--- config.mk ---
export PLATFORM = sky130hd
export DESIGN_NAME = tmtw_ctrl
export DESIGN_NICKNAME = d
export VERILOG_FILES = /design/src/design/text_mode_terminal_writer_macros.svh /design/src/design/tmtw_pkg.sv /design/src/design/tmtw_ctrl.sv
export SDC_FILE = /design/constraint.sdc
export NUM_CORES = 1
export LEC_CHECK = 0
export ABC_AREA = 1
export BUFFER_PORTS_ARGS = -buffer_cell sky130_fd_sc_hd__buf_2
export CORE_UTILIZATION = 30
export DETAILED_ROUTE_END_ITERATION = 10
export PLACE_DENSITY = 0.55
export SLEW_MARGIN = 30
export SYNTH_ARGS = -nofsm -noshare
export SYNTH_HDL_FRONTEND = slang
export SYNTH_SLANG_ARGS = --single-unit
export TNS_END_PERCENT = 30
--- constraint.sdc ---
create_clock -name clock -period 1.4 [get_ports clock]
set_input_delay 0.28 -clock clock [delete_from_list [all_inputs] [get_ports clock]]
set_output_delay 0.28 -clock clock [all_outputs]
set_load 0.02 [all_outputs]
--- src/design/text_mode_terminal_writer_macros.svh ---
// ----------------------------------------------------------------------------
// Text-mode terminal writer: assertion macros
// Shorthand for the concurrent checks at the end of the top level.
// ----------------------------------------------------------------------------
`ifndef TEXT_MODE_TERMINAL_WRITER_MACROS_SVH
`define TEXT_MODE_TERMINAL_WRITER_MACROS_SVH

// same-cycle implication, off while reset is high
`define TMTW_ASSERT_IMPLY(label, clk, rst, cond, prop, msg) \
   label: assert property (@(posedge clk) disable iff (rst) (cond) |-> (prop)) \
      else $error(msg);

// next-cycle implication, off while reset is high
`define TMTW_ASSERT_NEXT(label, clk, rst, cond, prop, msg) \
   label: assert property (@(posedge clk) disable iff (rst) (cond) |=> (prop)) \
      else $error(msg);

`endif

--- src/design/tmtw_pkg.sv ---
// ----------------------------------------------------------------------------
// Text-mode terminal writer: package
// Field widths, command codes, character codes and the control/status
// structures shared between controller and datapath.
// ----------------------------------------------------------------------------
package tmtw_pkg;

   localparam int DEF_COLUMNS = 80;
   localparam int DEF_ROWS    = 25;

   localparam int CMD_W       = 2;
   localparam int CHAR_W      = 8;
   localparam int ATTR_W      = 8;
   localparam int CELL_W      = 16;
   localparam int ROW_FIELD_W = 5;
   localparam int COL_FIELD_W = 7;
   localparam int REQ_TDATA_W = 24;
   localparam int RSP_TDATA_W = 32;

   localparam logic [CHAR_W-1:0] CH_NEWLINE   = 8'h0A;
   localparam logic [CHAR_W-1:0] CH_BACKSPACE = 8'h08;
   localparam logic [CHAR_W-1:0] CH_BLANK     = 8'h20;
   localparam logic [ATTR_W-1:0] RESET_COLOR  = 8'h07;

   typedef enum logic [CMD_W-1:0] {
      OP_PUT   = 2'd0,
      OP_READ  = 2'd1,
      OP_CLEAR = 2'd2,
      OP_NONE  = 2'd3
   } op_type;

   typedef struct packed {
      logic accept;    // request transaction taken this cycle
      logic walk;      // write one cell of a screen sweep
      logic copy;      // sweep moves rows up instead of blanking
      logic init;      // sweep blanks in the reset colour
      logic rsp_load;  // load the response register
      logic rsp_cell;  // response carries the cell read last cycle
   } ctrl_cmd_type;

   typedef struct packed {
      logic op_read;
      logic op_clear;
      logic scroll;     // request would push the cursor past the bottom row
      logic walk_last;  // sweep is at the last cell
   } dp_status_type;

endpackage

--- src/design/tmtw_ctrl.sv ---
// ----------------------------------------------------------------------------
// Text-mode terminal writer: controller
// Sequences reset blanking, reads, clears and scrolls, and owns both
// handshakes.
// ----------------------------------------------------------------------------
module tmtw_ctrl import tmtw_pkg::*; (
   input  logic          clock,
   input  logic          reset,
   input  logic          req_tvalid,
   output logic          req_tready,
   output logic          rsp_tvalid,
   input  logic          rsp_tready,
   input  dp_status_type status,
   output ctrl_cmd_type  cmd
);

   typedef enum logic [4:0] {
      ST_INIT   = 5'b00001,
      ST_IDLE   = 5'b00010,
      ST_READ   = 5'b00100,
      ST_CLEAR  = 5'b01000,
      ST_SCROLL = 5'b10000
   } state_type;

   state_type state_ff, state_in;
   logic      rsp_valid_ff, rsp_valid_in;

   always_comb begin
      cmd        = '0;
      state_in   = state_ff;
      req_tready = 1'b0;
      unique case (state_ff)
         ST_INIT: begin
            cmd.walk = 1'b1;
            cmd.init = 1'b1;
            if (status.walk_last) state_in = ST_IDLE;
         end
         ST_IDLE: begin
            // take a new transaction once the response register is free or draining
            req_tready = !rsp_valid_ff || rsp_tready;
            cmd.accept = req_tready && req_tvalid;
            if (cmd.accept) begin
               priority if (status.op_read) begin
                  state_in = ST_READ;
               end else if (status.op_clear) begin
                  state_in = ST_CLEAR;
               end else if (status.scroll) begin
                  state_in = ST_SCROLL;
               end else begin
                  cmd.rsp_load = 1'b1;
               end
            end
         end
         ST_READ: begin
            cmd.rsp_load = 1'b1;
            cmd.rsp_cell = 1'b1;
            state_in     = ST_IDLE;
         end
         ST_CLEAR: begin
            cmd.walk = 1'b1;
            if (status.walk_last) begin
               cmd.rsp_load = 1'b1;
               state_in     = ST_IDLE;
            end
         end
         ST_SCROLL: begin
            cmd.walk = 1'b1;
            cmd.copy = 1'b1;
            if (status.walk_last) begin
               cmd.rsp_load = 1'b1;
               state_in     = ST_IDLE;
            end
         end
         default: begin
            state_in = ST_INIT;
         end
      endcase
   end

   always_comb begin
      rsp_valid_in = rsp_valid_ff;
      if (cmd.rsp_load) rsp_valid_in = 1'b1;
      else if (rsp_tready) rsp_valid_in = 1'b0;
   end

   assign rsp_tvalid = rsp_valid_ff;

   always_ff @(posedge clock) begin
      if (reset) begin
         state_ff     <= ST_INIT;
         rsp_valid_ff <= 1'b0;
      end else begin
         state_ff     <= state_in;
         rsp_valid_ff <= rsp_valid_in;
      end
   end

endmodule

=== Word level (Yosys, flattened, before mapping) ===
Index checks and enable logic that the tools add are counted.

* Bits in registers: 6
* Input port bits: 8
* Output and inout bits: 8
* Logic and storage cells: 37

* Eq/ne operators: 8
* Multiplexer cells: 20
* Reductions and logical operators: 7

{| class="wikitable"
|+ Operators by type and width
! operator !! number
|-
| $mux W5 || 5
|-
| $pmux W5 S3 || 1
|-
| $mux W1 || 13
|-
| $eq A5 B1 Y1 const B || 1
|-
| $eq A5 B2 Y1 const B || 1
|-
| $eq A5 B3 Y1 const B || 1
|-
| $eq A5 B4 Y1 const B || 1
|-
| $eq A5 B5 Y1 const B || 1
|-
| $ne A4 B4 Y1 const B || 1
|-
| $pmux W1 S3 || 1
|-
| $reduce_and A3 Y1 || 1
|-
| $reduce_or A3 Y1 || 1
|-
| $ne A2 B1 Y1 const B || 1
|-
| $ne A2 B2 Y1 const B || 1
|-
| $reduce_bool A2 Y1 || 1
|-
| $reduce_or A2 Y1 || 1
|-
| $logic_and A1 B1 Y1 || 1
|-
| $logic_not A1 Y1 || 1
|-
| $logic_or A1 B1 Y1 || 1
|}

=== Depth between registers and ports, before layout ===
Gate-level depths: netlist of run 1.

* Depth after elaboration: 6
* Gate-level depth with buffers: 8
* Gate-level depth less buffers: 8

=== Worst setup path after synthesis of run 1 ===
OpenSTA, ideal clock, no wires.

* Kind: input to output
* Start point: input port status[2] (netlist bit)
* End point: output port cmd[1] (netlist bit)
* Arrival time: 1.001 ns
* Required time: 1.120 ns
* Setup slack: 0.119 ns
* Stages on the path: 5
* Buffers on the path: 1
* Path through: or2_2 -> nor3_1 -> nand2_1 -> nand3_1 -> buf_4

{| class="wikitable"
|+ RTL lines
! element !! line !! text
|-
| from (decl) || tmtw_ctrl.sv:13 || <nowiki>input dp_status_type status,</nowiki>
|-
| to (decl) || tmtw_ctrl.sv:14 || <nowiki>output ctrl_cmd_type cmd</nowiki>
|}

==> results of run 1 <==
## worst max-delay path, delay by kind of cell (launching register included)
| family | cells | cell delay [ns] |
|---|---|---|
| buf+inv | 2 | 0.26 |
| simple gates | 3 | 0.39 |
| flops | 1 | 0.33 |
## cell usage after synthesis
master,instances,area share [%]
a21oi_1,4,4.7
buf_4,1,1.8
dfxtp_1,6,28
inv_1,13,11
nand2_1,13,11
nand2_4,1,2.6
nand3_1,7,8.2
nand3_2,3,7.0
nand4_1,4,5.8
nor2_1,10,8.8
nor2_2,2,2.9
nor2_4,1,2.6
nor2b_2,1,2.0
nor3_1,1,1.2
or2_2,1,1.5
## stage by stage
step	hold slack (ns)	utilization [%]	instance area (sq um)
2_1_floorplan	0.447	-	428
3_3_place_gp	0.525	40.2	529
3_5_place_dp	0.508	40.2	529
4_1_cts	0.313	47.0	619
5_1_grt	0.337	51.5	678
6_report	0.317	51.5	678
## layer usage
metal | global-route usage [%] | part of all wire, % | vias up
met1 | 19.6 | 49 | 206
met4 | 10.3 | 0.48 | 0
met3 | 3.41 | 2.5 | 2
li1 | - | - | 261
met2 | 19.3 | 48 | 12
met5 | 0 | 0 | -
## registers in the layout, summed over array words and instances, names as in the netlist
register	cells
rsp_tvalid	1
state_ff	5
## repair_timing
item | CTS | global route
endpoints found under the setup margin | 6 | 10
resized for setup | 16 | 14
pin swaps | 8 | 5
hold buffers | 0 | 0
buffers inserted | 3 | 1
## cell families (layout without fill, tap and decap cells)
group,Yosys count,after routing,synth area share [%]
AOI/OAI and AO/OA,4,4,4.68
and+or+nand+nor,44,44,54.1
DFF,6,6,28.1
buffers and inverters,14,37,13.2
## worst paths after layout
kind	startpoint	endpoint	cells after the start
worst min register to register	state_ff[0]	state_ff[0]	2
worst max-delay path	state_ff[2]	cmd[4]	5
worst max register to register	state_ff[2]	state_ff[3]	7
worst min-delay path	reset	state_ff[0]	3
## cell type report
class | instances | area share (%)
clock buffer | 3 | 3.32
inverter | 13 | 7.20
timing repair buffer | 21 | 22.5
sequential | 6 | 18.6
multi-input combinational | 48 | 45.6
tap | 15 | 2.77
## power by group through the flow
stage / clock network (uW) / registers (uW) / logic, uW
final: 151 / 302 / 685
after global routing: 165 / 308 / 759
after CTS: 160 / 294 / 590
after detailed placement: 0 / 272 / 519
after global placement: 0 / 275 / 518
after floorplan: 0 / 264 / 397
==> results.cfg, run 1 <==
[job]
cap_viol_max_count = 0

[logic_synthesis]
syn_area_sq_um = 428
syn_area_per_cell_sq_um = 6.29
yosys_warnings = 0
syn_inst = 68
ys_ff_latch = 6
synth_fp_nets = 76
ys_seq_area_share_pct = 28.1
synth_cell_types = 15

[power]
p_int_uw = 618
total_power_uw = 1140
switching_share_pct = 45.7
peakVddDrop_uv = 1080
seqPwrFrac_pct = 26.5
total_leakage_power_uw = 0.000388
p_clk_share_pct = 13.3
netSwitchingPower_uw = 520
power_density_mw_per_mm2 = 1680
comb_power_share_pct = 60.2

[placed_design]
hpwl_um = 721
place_ws_ns = -0.0394
placed_cells = 99
io_buffers = 15
place.gp.congestion = 0.707

[detailed_routing]
drc = 0
num_vias = 481
drtIter0Drc = 10
ant_nets = 0
wirelength_um = 1040
wl_per_cell_um = 9.76
drt-pass1-iter-count = 6
viasPerCell = 4.54

[critical_path]
crit_type = register to output port
slowest_stage = dfxtp_2
required_ns = 1.12
path_cells = nor2_4, buf_4, nand3_2, nand3_4, buf_6
cp.arrival_ns = 1.23
crit_path_start_kind = register
rrSetupSlack_ns = 0.07
cp-end-kind = output port
max_stage_delay_ns = 0.33
path_max_fanout = 4

[timing]
worst_slack_ns = -0.112
max-slew-margin-rel_pct = 87.4
setup_viol = 6
setup_tns_ns = -0.456
rsz0062_at_grt = yes
timing.fmax_ghz = 0.661
hold_viol = 0
min_period_over_period_pct = 108
tightest_slew_ns = 0.189
drv_slew = 0
min_period_ns = 1.51
clock-skew-final_ns = 0.000205

[die]
core_sq_mm = 0.00132
io_pins = 16
start_util_pct = 32.5
design.die.area_sq_mm = 0.00158
num_rows = 13
die_w_um = 39.8
die_h_um = 39.8

[clock_tree]
cts_buffer_depth = 2
clk_pin_slew_ns = 0.04
cts-root-buf = clkbuf_4
cts_tree = built
htreeDepth = 1
cts_buffers = 3
cts.sinks = 6
clk_latency_ns = 0.24

[cells_and_area]
regArea_sq_um = 126
layout-drive-gt1-share_pct = 51.6
layout_common_cells = 11 x inv_1, 11 x nand2_1, 9 x buf_4
fill_cells = 132
fin_cells = 106
multi_input_area_sq_um = 309
nNetsFinal = 101
syn_to_final_growth_pct = 58.5
antenna_cells = 0

[outcome]
violations = negative setup slack
outcome = finished with violations

[global_routing]
antenna_found_initial = 0
grt_pass1_vias = 350
grt_pass1_wl_um = 1440
grt_use_total_pct = 14.4
grt_max_degree = 8
grt.overflow.total = 0

[worst_hold_path]
hold_class = input port to register
(Power assumes the default switching activity.)
==> run 2, diff against run 1 <==
- ABC_AREA: 1 -> unset
- CTS_BUF_LIST: unset -> sky130_fd_sc_hd__clkbuf_8
- clock period: 1.4 -> 1.9 ns (I/O delays scaled with it)
==> run 2 against run 1 <==
Effect of this change:
- sequential power shrank 54%
- sequential share of layout area grew 1.4 points
- utilization shrank 6.6 points
- cell count shrank 14%
- largest cell class unchanged
- clock power grew 25%
- critical path type unchanged
- the flow still finishes with violations (negative setup slack)
==> results.cfg, run 2 <==
[outcome]
outcome = finished with violations
violations = negative setup slack

[critical_path]
cp.arrival_ns = 1.78
path_cells = or4b_4, or4_4, o21ai_2, buf_4
max_stage_delay_ns = 0.53
crit_type = register to output port
required_ns = 1.52
crit_path_start_kind = register
slowest_stage = or4b_4
cp-end-kind = output port
path_max_fanout = 3

[timing]
min_period_over_period_pct = 114
max-slew-margin-rel_pct = 71.7
setup_viol = 3
min_period_ns = 2.16
hold_viol = 0
timing.fmax_ghz = 0.462
clock-skew-final_ns = 0.00175
rsz0062_at_grt = yes
tightest_slew_ns = 0.422
worst_slack_ns = -0.264
drv_slew = 0

[die]
num_rows = 13
io_pins = 16
die_h_um = 40.4
die_w_um = 40.4
design.die.area_sq_mm = 0.00163
core_sq_mm = 0.00133
start_util_pct = 33.1

[global_routing]
grt_pass1_vias = 370
grt_use_total_pct = 15.5
antenna_found_initial = 0
grt_pass1_wl_um = 1620
grt.overflow.total = 0
grt_max_degree = 11

[cells_and_area]
layout-drive-gt1-share_pct = 38.2
final_common_cell = buf_2
nNetsFinal = 86
regMostFlops = state_ff
fin_cells = 91
layout_common_cells = 13 x buf_2, 7 x buf_4, 6 x nor2_1, 6 x dfxtp_1, 4 x nor3_1
fin_area_sq_um = 598
largest_register_ffs = 5
syn_to_final_growth_pct = 35.4
antenna_cells = 0

[detailed_routing]
drtIter0Drc = 13
wirelength_um = 1150
num_vias = 489
drc = 0
ant_nets = 0
viasPerCell = 5.37
drt-pass1-iter-count = 4
wl_per_cell_um = 12.6

[clock_tree]
cts.sinks = 6
cts_tree = built
clk_pin_slew_ns = 0.04
cts_buffer_depth = 2
cts-root-buf = clkbuf_8
htreeDepth = 1
cts_buffers = 3
clk_latency_ns = 0.22

[logic_synthesis]
syn_inst = 58
syn_area_per_cell_sq_um = 7.62
yosys_warnings = 0
synth_edf_count = 0
ys.flop_type = dfxtp_1
netlist.area_leader.share_pct = 27.2
netlist_top_cells_count = 6 x dfxtp_1, 6 x nor2_1, 4 x nor3_1
synth_fp_nets = 66
ys_seq_area_share_pct = 27.2
synth_cell_types = 31
ys_ff_latch = 6
async_flop_share_pct = 0
yosys.area.top_type = dfxtp_1
yosys-top-cells-area = dfxtp_1 27%, nor2_1 5.1%, nor3_1 4.5%, and3_1 4.2%, nand2b_1 4.2%
syn_area_sq_um = 442

[power]
peakVddDrop_uv = 508
power_density_mw_per_mm2 = 700
total_leakage_power_uw = 0.000268

[placed_design]
placed_cells = 88
placed_area_sq_um = 543
hpwl_um = 867
io_buffers = 15
place.gp.congestion = 0.799

[job]
cap_viol_max_count = 0

[worst_hold_path]
hold_class = input port to register
## run 2: cell types whose count changed after synthesis, sizes merged, moves of 7 or more
cell / previous run / this run
nand2: 14 / 1
nor2: 13 / 6
inv: 13 / 3
nand3: 10 / 0
## run 2: kinds of logic after synthesis
group                  count (synthesis)  share of synthesized area [%]
AND/OR/NAND/NOR                       27                           37.1
AO/OA/AOI/OAI                         15                           22.9
buffers and inverters                  9                           10.8
flip-flops                             6                           27.2
XOR/XNOR                               1                           1.98
## run 2: worst max-delay path, delay by kind of cell (launching register included)
| kind | cells | cell delay, ns |
|---|---|---|
| DFF | 1 | 0.31 |
| and+or+nand+nor | 2 | 0.99 |
| AOI/OAI and AO/OA | 1 | 0.12 |
| buffers and inverters | 1 | 0.15 |
## run 2: path summary, 6_finish.rpt
kind / start / to / slack [ns] / cells after the start
max reg2reg: state_ff[2] / state_ff[4] / 0.18 / 5
min: reset / state_ff[3] / 0.41 / 2
max: state_ff[2] / cmd[1] / -0.26 / 4
min reg2reg: state_ff[0] / state_ff[0] / 0.65 / 2
## run 2: through the flow
stage	util, %	hold slack, ns	setup slack [ns]	total power [uW]	TNS [ns]
after floorplan	-	0.449	-0.162	192	-0.162
after global placement	40.7	0.639	-0.0557	229	-0.0557
after detailed placement	40.7	0.630	-0.0739	228	-0.0739
after CTS	44.5	0.413	-0.264	417	-0.484
after global routing	44.8	0.421	-0.292	438	-0.635
final	44.8	0.408	-0.264	419	-0.478
## run 2: final cells by class
| class | instances | area (sq um) |
|---|---|---|
| Tap cell | 15 | 18.8 |
| Multi-Input combinational cell | 43 | 284 |
| Sequential cell | 6 | 120 |
| Clock buffer | 3 | 41.3 |
| Inverter | 4 | 16.3 |
| Timing Repair Buffer | 20 | 118 |
| Fill cell | 146 | 736 |
## run 2: routing by layer
metal	up-vias	share of wire (%)	track usage [%]
met3	0	4.4	8.33
met1	229	48	20.9
met2	9	47	21.8
met5	-	0	0
met4	0	0	2.50
li1	251	-	-
## run 2: report_power, final
group	internal [uW]	leakage, uW	switching, uW
combinational	42.1	0.000198	50.3
clock	136	0.0000216	51.8
sequential	132	0.0000488	6.97
## run 2: timing repair
action | CTS | global route
resized for setup | 4 | 1
buffers inserted | 0 | 0
hold buffers | 0 | 0
pin swaps | 0 | 1
setup endpoints to repair | 3 | 4
